==> src/hw/rtl/i2r_pkg.sv <==
// ----------------------------------------------------------------------------
// i2r_pkg: shared types, constants and functions for the Roman numeral encoder
// Holds the symbol codes, the queue entry format and the small digit tables
// used by the decimal split and the symbol sequencer.
// ----------------------------------------------------------------------------
package i2r_pkg;

	localparam int VALUE_W     = 12;
	localparam int SYM_W       = 3;
	localparam int DIGITS      = 4;
	localparam int QUEUE_DEPTH = 2;
	localparam int MAX_VALUE   = 3999;
	localparam int WEIGHT_W    = 14;

	localparam int W_THOUSAND = 1000;
	localparam int W_HUNDRED  = 100;
	localparam int W_TEN      = 10;
	localparam int W_UNIT     = 1;

	typedef enum logic [SYM_W-1:0] {
		SYM_I = 3'd0,
		SYM_V = 3'd1,
		SYM_X = 3'd2,
		SYM_L = 3'd3,
		SYM_C = 3'd4,
		SYM_D = 3'd5,
		SYM_M = 3'd6
	} sym_t;

	// One queued number: decimal digits, units in digit[0].
	typedef struct packed {
		logic [DIGITS-1:0][3:0] digit;
		logic                   range_error;
	} i2r_entry_t;

	typedef struct packed {
		logic       found;
		logic [1:0] pos;
	} i2r_pos_t;

	// k times the decimal weight of position pos; k is an elaboration constant
	function automatic logic [WEIGHT_W-1:0] step_weight(input logic [1:0] pos, input int k);
		logic [WEIGHT_W-1:0] w;
		case (pos)
			2'd3:    w = WEIGHT_W'(k * W_THOUSAND);
			2'd2:    w = WEIGHT_W'(k * W_HUNDRED);
			2'd1:    w = WEIGHT_W'(k * W_TEN);
			default: w = WEIGHT_W'(k * W_UNIT);
		endcase
		return w;
	endfunction

	// Number of symbols a decimal digit expands to
	function automatic logic [2:0] digit_len(input logic [3:0] d);
		logic [2:0] n;
		case (d)
			4'd1:    n = 3'd1;
			4'd2:    n = 3'd2;
			4'd3:    n = 3'd3;
			4'd4:    n = 3'd2;
			4'd5:    n = 3'd1;
			4'd6:    n = 3'd2;
			4'd7:    n = 3'd3;
			4'd8:    n = 3'd4;
			4'd9:    n = 3'd2;
			default: n = 3'd0;
		endcase
		return n;
	endfunction

	// Symbol at position step within the run for digit d at decimal position pos
	function automatic sym_t digit_sym(input logic [3:0] d, input logic [1:0] step,
			input logic [1:0] pos);
		logic [SYM_W-1:0] one;
		logic [SYM_W-1:0] five;
		logic [SYM_W-1:0] ten;
		sym_t             s;
		one  = {pos, 1'b0};
		five = {pos, 1'b1};
		ten  = one + 3'd2;
		case (d)
			4'd4:    s = sym_t'((step == 2'd0) ? one : five);
			4'd9:    s = sym_t'((step == 2'd0) ? one : ten);
			default: s = sym_t'((d >= 4'd5 && step == 2'd0) ? five : one);
		endcase
		return s;
	endfunction

	// Highest position below limit that holds a nonzero digit
	function automatic i2r_pos_t next_pos(input logic [DIGITS-1:0][3:0] digit,
			input logic [2:0] limit);
		i2r_pos_t r;
		r = '0;
		for (int i = 0; i < DIGITS; i++) begin
			if (3'(i) < limit && digit[i] != 4'd0) begin
				r.found = 1'b1;
				r.pos   = 2'(i);
			end
		end
		return r;
	endfunction

endpackage

==> src/hw/rtl/i2r_front.sv <==
// ----------------------------------------------------------------------------
// i2r_front: input stage of the Roman numeral encoder
// Accepts a binary value, flags out-of-range values and splits valid ones
// into four decimal digits, one position per cycle, then queues the result.
// ----------------------------------------------------------------------------
module i2r_front (
	input  logic                          clk,
	input  logic                          arst_n,
	input  logic                          s_axis_tvalid,
	output logic                          s_axis_tready,
	input  logic [15:0]                   s_axis_tdata,   // [11:0] value
	output logic                          push_valid,
	input  logic                          push_ready,
	output i2r_pkg::i2r_entry_t           push_data
);
	import i2r_pkg::*;

	typedef enum logic [2:0] {
		F_IDLE = 3'b001,
		F_CONV = 3'b010,
		F_PUSH = 3'b100
	} front_state_t;

	front_state_t        state_q;
	logic [VALUE_W-1:0]  rem_q;
	logic [1:0]          pos_q;
	i2r_entry_t          entry_q;
	logic [VALUE_W-1:0]  value;
	logic                bad_value;
	logic [3:0]          dig;
	logic [WEIGHT_W-1:0] sub;
	logic [WEIGHT_W-1:0] w;

	assign value         = s_axis_tdata[VALUE_W-1:0];
	assign bad_value     = (value == '0) || (value > VALUE_W'(MAX_VALUE));
	assign s_axis_tready = (state_q == F_IDLE);
	assign push_valid    = (state_q == F_PUSH);
	assign push_data     = entry_q;

	// largest k with k * weight not above the remainder
	always_comb begin
		dig = '0;
		sub = '0;
		w   = '0;
		for (int k = 1; k <= 9; k++) begin
			w = step_weight(pos_q, k);
			if ({{(WEIGHT_W-VALUE_W){1'b0}}, rem_q} >= w) begin
				dig = 4'(k);
				sub = w;
			end
		end
	end

	always_ff @(posedge clk or negedge arst_n) begin
		if (!arst_n) begin
			state_q <= F_IDLE;
		end else begin
			case (state_q)
				F_IDLE: begin
					if (s_axis_tvalid) begin
						state_q <= bad_value ? F_PUSH : F_CONV;
					end
				end
				F_CONV: begin
					if (pos_q == 2'd0) begin
						state_q <= F_PUSH;
					end
				end
				F_PUSH: begin
					if (push_ready) begin
						state_q <= F_IDLE;
					end
				end
				default: state_q <= F_IDLE;
			endcase
		end
	end

	always_ff @(posedge clk) begin
		if (state_q == F_IDLE && s_axis_tvalid) begin
			rem_q               <= value;
			pos_q               <= 2'd3;
			entry_q.digit       <= '0;
			entry_q.range_error <= bad_value;
		end else if (state_q == F_CONV) begin
			entry_q.digit[pos_q] <= dig;
			rem_q                <= rem_q - sub[VALUE_W-1:0];
			pos_q                <= pos_q - 2'd1;
		end
	end

endmodule

==> src/hw/rtl/i2r_queue.sv <==
// ----------------------------------------------------------------------------
// i2r_queue: short queue of split numbers between front and back
// Circular buffer with an occupancy count; lets each side stall on its own.
// ----------------------------------------------------------------------------
module i2r_queue #(
	parameter int DEPTH = i2r_pkg::QUEUE_DEPTH
) (
	input  logic                clk,
	input  logic                arst_n,
	input  logic                push_valid,
	output logic                push_ready,
	input  i2r_pkg::i2r_entry_t push_data,
	output logic                pop_valid,
	input  logic                pop_ready,
	output i2r_pkg::i2r_entry_t pop_data
);
	import i2r_pkg::*;

	localparam int PTR_W = (DEPTH > 1) ? $clog2(DEPTH) : 1;
	localparam int CNT_W = $clog2(DEPTH + 1);

	i2r_entry_t       mem_q [DEPTH];
	logic [PTR_W-1:0] wr_ptr_q;
	logic [PTR_W-1:0] rd_ptr_q;
	logic [CNT_W-1:0] count_q;
	logic             do_push;
	logic             do_pop;

	assign push_ready = (count_q != CNT_W'(DEPTH));
	assign pop_valid  = (count_q != '0);
	assign pop_data   = mem_q[rd_ptr_q];
	assign do_push    = push_valid && push_ready;
	assign do_pop     = pop_valid && pop_ready;

	always_ff @(posedge clk or negedge arst_n) begin
		if (!arst_n) begin
			wr_ptr_q <= '0;
			rd_ptr_q <= '0;
			count_q  <= '0;
		end else begin
			if (do_push) begin
				wr_ptr_q <= (wr_ptr_q == PTR_W'(DEPTH - 1)) ? '0 : wr_ptr_q + 1'b1;
			end
			if (do_pop) begin
				rd_ptr_q <= (rd_ptr_q == PTR_W'(DEPTH - 1)) ? '0 : rd_ptr_q + 1'b1;
			end
			if (do_push && !do_pop) begin
				count_q <= count_q + 1'b1;
			end else if (do_pop && !do_push) begin
				count_q <= count_q - 1'b1;
			end
		end
	end

	always_ff @(posedge clk) begin
		if (do_push) begin
			mem_q[wr_ptr_q] <= push_data;
		end
	end

endmodule

==> src/hw/rtl/i2r_back.sv <==
// ----------------------------------------------------------------------------
// i2r_back: symbol sequencer of the Roman numeral encoder
// Takes one split number from the queue and walks its digits, skipping zero
// digits, emitting one symbol per cycle into an output register unless it is held.
// ----------------------------------------------------------------------------
module i2r_back (
	input  logic                clk,
	input  logic                arst_n,
	input  logic                pop_valid,
	output logic                pop_ready,
	input  i2r_pkg::i2r_entry_t pop_data,
	output logic                m_axis_tvalid,
	input  logic                m_axis_tready,
	output logic [7:0]          m_axis_tdata,   // [2:0] symbol
	output logic                m_axis_tlast,
	output logic                m_axis_tuser    // [0] range_error
);
	import i2r_pkg::*;

	logic             busy_q;
	i2r_entry_t       ent_q;
	logic [1:0]       pos_q;
	logic [1:0]       step_q;
	logic             out_valid_q;
	sym_t             symbol_q;
	logic             last_q;
	logic             error_q;

	logic [3:0]       cur_d;
	logic             digit_end;
	i2r_pos_t         nxt;
	i2r_pos_t         first;
	logic             last;
	sym_t             symbol;
	logic             gen;

	assign cur_d     = ent_q.digit[pos_q];
	assign digit_end = ({1'b0, step_q} == digit_len(cur_d) - 3'd1);
	assign nxt       = next_pos(ent_q.digit, {1'b0, pos_q});
	assign first     = next_pos(pop_data.digit, 3'd4);
	assign last      = ent_q.range_error || (digit_end && !nxt.found);
	assign symbol    = ent_q.range_error ? SYM_I : digit_sym(cur_d, step_q, pos_q);
	assign gen       = busy_q && (!out_valid_q || m_axis_tready);
	assign pop_ready = !busy_q;

	assign m_axis_tvalid = out_valid_q;
	assign m_axis_tdata  = {{(8-SYM_W){1'b0}}, symbol_q};
	assign m_axis_tlast  = last_q;
	assign m_axis_tuser  = error_q;

	always_ff @(posedge clk or negedge arst_n) begin
		if (!arst_n) begin
			busy_q      <= 1'b0;
			out_valid_q <= 1'b0;
		end else begin
			if (!busy_q && pop_valid) begin
				busy_q <= 1'b1;
			end else if (gen && last) begin
				busy_q <= 1'b0;
			end
			if (gen) begin
				out_valid_q <= 1'b1;
			end else if (m_axis_tready) begin
				out_valid_q <= 1'b0;
			end
		end
	end

	always_ff @(posedge clk) begin
		if (!busy_q && pop_valid) begin
			ent_q  <= pop_data;
			pos_q  <= first.pos;
			step_q <= '0;
		end else if (gen) begin
			// advance within the digit, or hop to the next nonzero one
			if (digit_end) begin
				pos_q  <= nxt.pos;
				step_q <= '0;
			end else begin
				step_q <= step_q + 2'd1;
			end
		end
		if (gen) begin
			symbol_q <= symbol;
			last_q   <= last;
			error_q  <= ent_q.range_error;
		end
	end

endmodule

==> src/hw/rtl/integer_to_roman_encoder_top.sv <==
// ----------------------------------------------------------------------------
// integer_to_roman_encoder_top: binary integer to Roman numeral encoder
// Converts each request into its Roman numeral, one symbol per result.
// ----------------------------------------------------------------------------
// Usage:
//   s_axis carries one request per number: tdata[11:0] is the value.
//   m_axis returns the numeral most significant symbol first, tdata[2:0]
//   holding the symbol (I V X L C D M as 0 to 6); tlast marks the final
//   symbol of a number. A value of zero or above 3999 returns a single
//   result with tuser (range error) and tlast high and symbol I.
//   From the accepting edge of a request, the front splits the digits from
//   thousands down to units, pushes the entry into the queue, the sequencer
//   loads it, and its first symbol goes into the output register that drives
//   m_axis_tvalid; an out-of-range value skips the split. The sequencer
//   emits one symbol per cycle unless the receiver stalls; a number has
//   1 to 15 symbols, and the next entry is loaded after its last one. The
//   input side takes a new request only once the last one is pushed.
//   A two-entry queue lets the digit split run ahead while symbols drain.
//   When the receiver stalls, the output register holds its symbol and
//   the queue fills, after which s_axis_tready drops.
//   Reset clears the queue and all handshake state; no result is pending.
// ----------------------------------------------------------------------------
module integer_to_roman_encoder_top #(
	parameter int QUEUE_DEPTH = i2r_pkg::QUEUE_DEPTH
) (
	input  logic        clk,
	input  logic        arst_n,
	input  logic        s_axis_tvalid,
	output logic        s_axis_tready,
	input  logic [15:0] s_axis_tdata,   // [11:0] value
	output logic        m_axis_tvalid,
	input  logic        m_axis_tready,
	output logic [7:0]  m_axis_tdata,   // [2:0] symbol
	output logic        m_axis_tlast,
	output logic        m_axis_tuser    // [0] range_error
);
	import i2r_pkg::*;

	logic       push_valid;
	logic       push_ready;
	i2r_entry_t push_data;
	logic       pop_valid;
	logic       pop_ready;
	i2r_entry_t pop_data;

	i2r_front u_front (
		.clk          (clk),
		.arst_n       (arst_n),
		.s_axis_tvalid(s_axis_tvalid),
		.s_axis_tready(s_axis_tready),
		.s_axis_tdata (s_axis_tdata),
		.push_valid   (push_valid),
		.push_ready   (push_ready),
		.push_data    (push_data)
	);

	i2r_queue #(
		.DEPTH(QUEUE_DEPTH)
	) u_queue (
		.clk       (clk),
		.arst_n    (arst_n),
		.push_valid(push_valid),
		.push_ready(push_ready),
		.push_data (push_data),
		.pop_valid (pop_valid),
		.pop_ready (pop_ready),
		.pop_data  (pop_data)
	);

	i2r_back u_back (
		.clk          (clk),
		.arst_n       (arst_n),
		.pop_valid    (pop_valid),
		.pop_ready    (pop_ready),
		.pop_data     (pop_data),
		.m_axis_tvalid(m_axis_tvalid),
		.m_axis_tready(m_axis_tready),
		.m_axis_tdata (m_axis_tdata),
		.m_axis_tlast (m_axis_tlast),
		.m_axis_tuser (m_axis_tuser)
	);

endmodule

==> config.mk <==
export PLATFORM = sky130hd
export DESIGN_NAME = integer_to_roman_encoder_top
export DESIGN_NICKNAME = d
export VERILOG_FILES = /design/src/hw/rtl/i2r_pkg.sv /design/src/hw/rtl/i2r_front.sv /design/src/hw/rtl/i2r_queue.sv /design/src/hw/rtl/i2r_back.sv /design/src/hw/rtl/integer_to_roman_encoder_top.sv
export SDC_FILE = /design/constraint.sdc
export NUM_CORES = 1
export LEC_CHECK = 0
export BUFFER_PORTS_ARGS = -buffer_cell sky130_fd_sc_hd__clkbuf_2
export CORE_MARGIN = 1.5
export CORE_UTILIZATION = 23
export DETAILED_ROUTE_END_ITERATION = 6
export GPL_TIMING_DRIVEN = 0
export SLEW_MARGIN = 20
export SYNTH_ARGS = -nofsm -noshare
export SYNTH_HDL_FRONTEND = slang
export SYNTH_SLANG_ARGS = --single-unit
==> constraint.sdc <==
create_clock -name clk -period 4.82 [get_ports clk]
set_clock_uncertainty 0.1 [all_clocks]
set_input_delay 0.482 -clock clk [delete_from_list [all_inputs] [get_ports clk]]
set_output_delay 0.482 -clock clk [all_outputs]
set_load 0.01 [all_outputs]
==> results of run 1 <==
[through the flow]
step	hold slack [ps]	std cells
6_report	314	1126
5_1_grt	340	1126
4_1_cts	304	1110
3_5_place_dp	264	1053
3_3_place_gp	252	1051
2_1_floorplan	86.4	651
[area by class of cell]
| class | instances | area (um2) | share of cell area |
|---|---|---|---|
| flip-flops and latches | 100 | 2770 | 0.324 |
| repair buffers | 82 | 594 | 0.0697 |
| multi-input cells | 498 | 4120 | 0.483 |
| inverters | 30 | 141 | 0.0166 |
| plain buffers | 22 | 144 | 0.0169 |
| clock inverters | 7 | 65.1 | 0.00763 |
| well taps | 378 | 473 | 0.0554 |
| clock buffers | 9 | 225 | 0.0264 |
[worst register-to-register path, stage by stage, from the launching register on]
cell and delay [ps]:
dfxtp_4 400, buf_4 130, ha_4 160, nor2_4 50, nor2_4 140, inv_6 90
ha_4 310, nand3_4 80, or4_4 500, a31oi_4 180, nor4_4 60, buf_4 170
buf_6 130, nand2_4 90, o221ai_2 130, a221oi_2 320, ha_1 300, nor2b_2 170
o21ai_2 150, a21oi_2 90, o21a_1 190, o21ai_2 140, a21boi_1 90, or3_1 310
a31o_2 240
[cell families (layout without fill, tap and decap cells)]
family                   after synthesis  after routing  share of synthesized area
multiplexers                          31             31                     0.0576
AO/OA/AOI/OAI                        174            174                      0.180
flip-flops                           100            100                      0.416
adder cells (fa/ha/maj)               68             68                      0.129
AND/OR/NAND/NOR                      207            207                      0.160
other                                  1              5                   0.000566
buffers and inverters                 53            150                     0.0368
XOR/XNOR                              13             13                     0.0193
[metal layers]
metal	routed length [um]	global-route usage	vias up
li1	-	-	2656
met1	8620	0.164	2638
met2	8330	0.198	153
met3	710	0.0189	33
met4	416	0.0355	0
met5	0	0	-
[what timing repair did]
item / CTS / global route
endpoints found under the setup margin: 9 / 5
resized for setup: 89 / 14
pin swaps: 41 / 27
hold endpoints to repair: 8 / 0
setup buffers: 41 / 16
hold buffers: 1 / 0
[cell usage after synthesis, types with 3 or more instances]
master / instances
dfrtp_1: 8
nor2_1: 63
xor2_1: 5
a22oi_1: 4
mux2i_1: 10
nor4_1: 9
nor3_1: 18
a21o_1: 9
o211ai_1: 4
a211oi_1: 9
mux4_2: 4
or3_1: 7
o221ai_1: 4
buf_4: 5
and2_1: 6
a21oi_1: 36
buf_6: 3
xnor2_1: 7
o31ai_1: 5
a211o_1: 3
edfxtp_1: 71
and3_1: 7
o21ai_1: 7
o21a_1: 12
ha_1: 67
nand2_1: 36
buf_2: 3
nand2b_1: 11
a31oi_1: 11
o21ai_0: 31
mux2_2: 17
o21bai_1: 3
nand4_1: 3
or2_2: 3
nand3_1: 16
o41ai_1: 3
inv_1: 30
a2111oi_0: 3
clkbuf_1: 10
dfxtp_1: 20
a31o_2: 4
nor2b_1: 8
[sequential cells by signal, summed over array words and instances (netlist names)]
register,cells
u_queue.rd_ptr_q,1
u_back.m_axis_tlast,1
u_back.step_q,2
u_back.pos_q,2
u_front.pos_q,2
u_front.state_q,3
u_front.push_data,17
u_queue.mem_q,34
u_queue.wr_ptr_q,1
u_back.m_axis_tvalid,1
u_queue.count_q,2
u_back.symbol_q,3
u_back.ent_q,17
u_back.busy_q,1
u_front.rem_q,12
u_back.m_axis_tuser,1
[worst max-delay path by stage]
stage                         to  cells past startpoint  slack (ps)        startpoint
4_1_cts         u_front.rem_q[8]                     23        -100  u_front.pos_q[0]
3_3_place_gp   u_front.rem_q[11]                     24       -1070  u_front.pos_q[0]
2_1_floorplan   u_front.rem_q[8]                     23          20  u_front.pos_q[0]
3_5_place_dp   u_front.rem_q[11]                     24       -1060  u_front.pos_q[0]
5_1_grt         u_front.rem_q[8]                     24        -320  u_front.pos_q[1]
6_report        u_front.rem_q[8]                     24        -130  u_front.pos_q[1]
==> flow_metrics.tcl, run 1 <==
set metrics [dict create \
    drv_cap 0 \
    slowest_stage "or4_4" \
    antenna_found_initial 0 \
    rows 61 \
    fin_crit_sh 1.03 \
    cp.required_ps 4830 \
    yosys_register_bits 100 \
    final_cell_mix "edfxtp_1, nor2_1, buf_4" \
    failed_checks "setup timing" \
    die_w_um 173 \
    io_pins 32 \
    antenna_cells 0 \
    dieArea_um2 29800 \
    placed_cell_area_um2 7300 \
    tns_ps -314 \
    yosysTopAreaCell "edfxtp_1" \
    gp_congestion 0.892 \
    cts_tree "yes" \
    crit_arrival_ps 4960 \
    synth_area_leaders "edfxtp_1, ha_1, dfxtp_1" \
    worstMarginPinSlew_ps 869 \
    grt_max_degree 20 \
    ys.warnings.count 0 \
    dr.first_iter.drc_count 333 \
    path_cells "buf_4, ha_4, nor2_4, nor2_4, inv_6, ha_4, nand3_4, or4_4, a31oi_4, nor4_4, buf_4, buf_6, nand2_4, o221ai_2, a221oi_2, ha_1, nor2b_2, o21ai_2, a21oi_2, o21a_1, o21ai_2, a21boi_1, or3_1, a31o_2" \
    place_ws_ps -1060 \
    drt_first_pass_iters 5 \
    setup_violations 4 \
    synth_enable_flop_cells 71 \
    cp_top_family "compound AO/OA/AOI/OAI gates" \
    wl_mm 18.1 \
    rsz0062_at_grt "yes" \
    slew_headroom 0.415 \
    dpl.hpwl_mm 12.8 \
    finalHoldViolations 0 \
    design_area_um2 8530 \
    holdCritPathClass "in2reg" \
    antenna_left 0 \
    cp-end-kind "flop" \
    cp_slowest_stage_delay_ps 500 \
    nets 831 \
    path_max_fanout 6 \
    synth_ff_type "edfxtp_1" \
    timing.fmax_ghz 0.202 \
    reg2reg_setup_slack_ps -130 \
    cp-start-kind "flop" \
    grt_pass1_wl_mm 29.0 \
    crit_buf_inv 4 \
    cts.clk_slew.worst_paths_ps 90 \
    grt_overflow 0 \
    fin_ws_ps -134 \
    period_minus_slack_ps 4950 \
    yosysUniqueCellTypes 85 \
    via_per_inst 4.87 \
    yosysTopAreaCellShare 0.322 \
    clock-sinks 100 \
    cts-buffers-inserted 9 \
    slew_violations 0 \
    crit_type "reg2reg" \
    areaGrowthSynthToFinish_pct 28.7 \
    drc 0 \
    final_common_cell "edfxtp_1" \
    status "finished, violations left" \
    initial_core_util 0.236 \
    yosysSeqAreaShare 0.416 \
    netlist_area_um2 6630 \
    async_flop_share 0.0900 \
    drive_gt1_frac 0.302 \
    r2r-end "u_front.rem_q[8]" \
    wl_per_cell_um 16.1 \
    grt_pass1_vias 5352 \
    syn_inst 647 \
    cts_root_buf "clkbuf_16" \
    htreeDepth 3 \
    ff2ff_path_depth 24 \
    fill_cells 2955 \
    min_to "u_back.m_axis_tvalid" \
    synth.avg_cell_area_um2 10.2 \
    reg2reg_from "u_front.pos_q[1]" \
    fp.dieH_um 173 \
    grt_use_total 0.121 \
    hold_path_depth 3 \
    clk-insertion-delay-late_ps 350 \
    min_from "m_axis_tready" \
    core-area_um2 28100 \
    final_util 0.304 \
    io_buffers 22 \
    num_vias 5480 \
    clock_path_buffers 2 \
]
Power of run 1 is not shown: default switching activity piles up to over one toggle a cycle in this logic, so the estimate is an artifact.
==> inputs of run 2 (changes only) <==
--- a/config.mk
+++ b/config.mk
@@ -5,11 +5,13 @@
 export SDC_FILE = /design/constraint.sdc
 export NUM_CORES = 1
 export LEC_CHECK = 0
+export ABC_CLOCK_PERIOD_IN_PS = 4820
 export BUFFER_PORTS_ARGS = -buffer_cell sky130_fd_sc_hd__clkbuf_2
 export CORE_MARGIN = 1.5
-export CORE_UTILIZATION = 23
+export CORE_UTILIZATION = 45
 export DETAILED_ROUTE_END_ITERATION = 6
 export GPL_TIMING_DRIVEN = 0
+export SETUP_SLACK_MARGIN = 0.4
 export SLEW_MARGIN = 20
 export SYNTH_ARGS = -nofsm -noshare
 export SYNTH_HDL_FRONTEND = slang
==> flow_metrics.tcl, run 2 (same netlist as run 1, synthesis figures left out) <==
set metrics [dict create \
    status "finished, violations left" \
    failed_checks "setup timing" \
    fin_crit_sh 1.04 \
    worstMarginPinSlew_ps 924 \
    grt_pass1_vias 5329 \
    holdCritPathClass "in2reg" \
    rsz0062_at_grt "yes" \
    grt_overflow 0 \
    placed_cell_area_um2 7190 \
    finalHoldViolations 0 \
    cp.required_ps 4840 \
    rows 44 \
    drv_cap 0 \
    hold_path_depth 3 \
    wl_mm 17.9 \
    areaGrowthSynthToFinish_pct 21.7 \
    initial_core_util 0.458 \
    grt_pass1_wl_mm 29.0 \
    reg2reg_setup_slack_ps -210 \
    crit_type "reg2reg" \
    dieArea_um2 15500 \
    ff2ff_path_depth 23 \
    final_common_cell "edfxtp_1" \
    nets 815 \
    drive_gt1_frac 0.273 \
    io_pins 32 \
    num_vias 5496 \
    setup_violations 4 \
    largest_reg_flops 34 \
    antenna_cells 0 \
    path_max_fanout 7 \
    htreeDepth 3 \
    gp_congestion 0.938 \
    io_buffers 22 \
    antenna_left 0 \
    timing.fmax_ghz 0.199 \
    slew_violations 0 \
    clock_path_buffers 2 \
    multi_input_area_um2 4050 \
    design_area_um2 8070 \
    slew_headroom 0.378 \
    antenna_found_initial 0 \
    r2r-end "u_front.rem_q[8]" \
    cts-buffers-inserted 9 \
    dpl.hpwl_mm 13.1 \
    cts_tree "yes" \
    cp-end-kind "flop" \
    grt_max_degree 20 \
    clock-sinks 100 \
    fill_cells 1248 \
    wl_per_cell_um 19.5 \
    min_to "u_back.m_axis_tvalid" \
    min_from "m_axis_tready" \
    regMostFlops "u_queue.mem_q" \
    cp-start-kind "flop" \
    cts.clk_slew.worst_paths_ps 80 \
    reg2reg_from "u_front.pos_q[1]" \
    fp.dieH_um 124 \
    fin_ws_ps -206 \
    dr.first_iter.drc_count 470 \
    core-area_um2 14500 \
    period_minus_slack_ps 5030 \
    grt_use_total 0.235 \
    cts_root_buf "clkbuf_16" \
    drc 0 \
    drt_first_pass_iters 5 \
    seq_area_um2 2770 \
    final_cell_mix "edfxtp_1, nor2_1, ha_1" \
    clk-insertion-delay-late_ps 350 \
    crit_arrival_ps 5050 \
    via_per_inst 6.00 \
    die_w_um 124 \
]
run 2: layout make-up:
cell class	instances	share of cell area
multi-input combinational	498	0.502
sequential	100	0.343
timing repair buffer	65	0.0543
tap	184	0.0285
clock buffer	9	0.0279
buffer	23	0.0185
inverter	30	0.0180
clock inverter	7	0.00822
run 2: worst max path at each step:
stage,from,endpoint
floorplan,u_front.pos_q[0],u_front.rem_q[10]
CTS,u_front.pos_q[1],u_front.rem_q[8]
global placement,u_front.pos_q[0],u_front.rem_q[10]
detailed placement,u_front.pos_q[0],u_front.rem_q[10]
finish,u_front.pos_q[1],u_front.rem_q[8]
global route,u_front.pos_q[1],u_front.rem_q[8]
run 2: layer usage:
layer | vias to the layer above | GRT usage | wire (um)
li1 | 2615 | - | -
met1 | 2653 | 0.349 | 8610
met2 | 202 | 0.348 | 7730
met3 | 26 | 0.0554 | 1350
met4 | 0 | 0.0514 | 217
met5 | - | 0 | 0
run 2: timing repair:
action,in CTS,in global routing
endpoints found under the hold margin,8,0
endpoints found under the setup margin,9,8
hold buffers,1,0
setup buffers,36,4
pin swaps,32,7
gates cloned,0,0
gates resized for setup,48,13
run 2: through the flow:
step | setup TNS, ps | setup slack (ps) | cells | util | hold WS (ps)
2_1_floorplan | 0 | 260 | 651 | - | 86.4
3_3_place_gp | -2800 | -597 | 857 | 0.496 | 260
3_5_place_dp | -2450 | -570 | 859 | 0.497 | 259
4_1_cts | -78.8 | -78.8 | 912 | 0.552 | 312
5_1_grt | -1060 | -321 | 916 | 0.557 | 344
6_report | -443 | -206 | 916 | 0.557 | 322
run 2: critical path: stages, from the launching register on:
cell,delay [ps]
dfxtp_4,410
buf_6,110
ha_4,160
nor2_4,40
nor2_4,140
inv_6,90
ha_4,330
nand3_4,90
or4_4,540
a31oi_4,190
nor4_4,100
buf_6,160
nand2_4,100
o221ai_2,140
a221oi_2,310
ha_1,290
nor2b_2,160
o21ai_2,170
a21oi_2,90
o21a_1,190
o21ai_2,240
a21boi_1,120
or3_1,310
a31o_2,200
Power of run 2 is left out for the same reason.
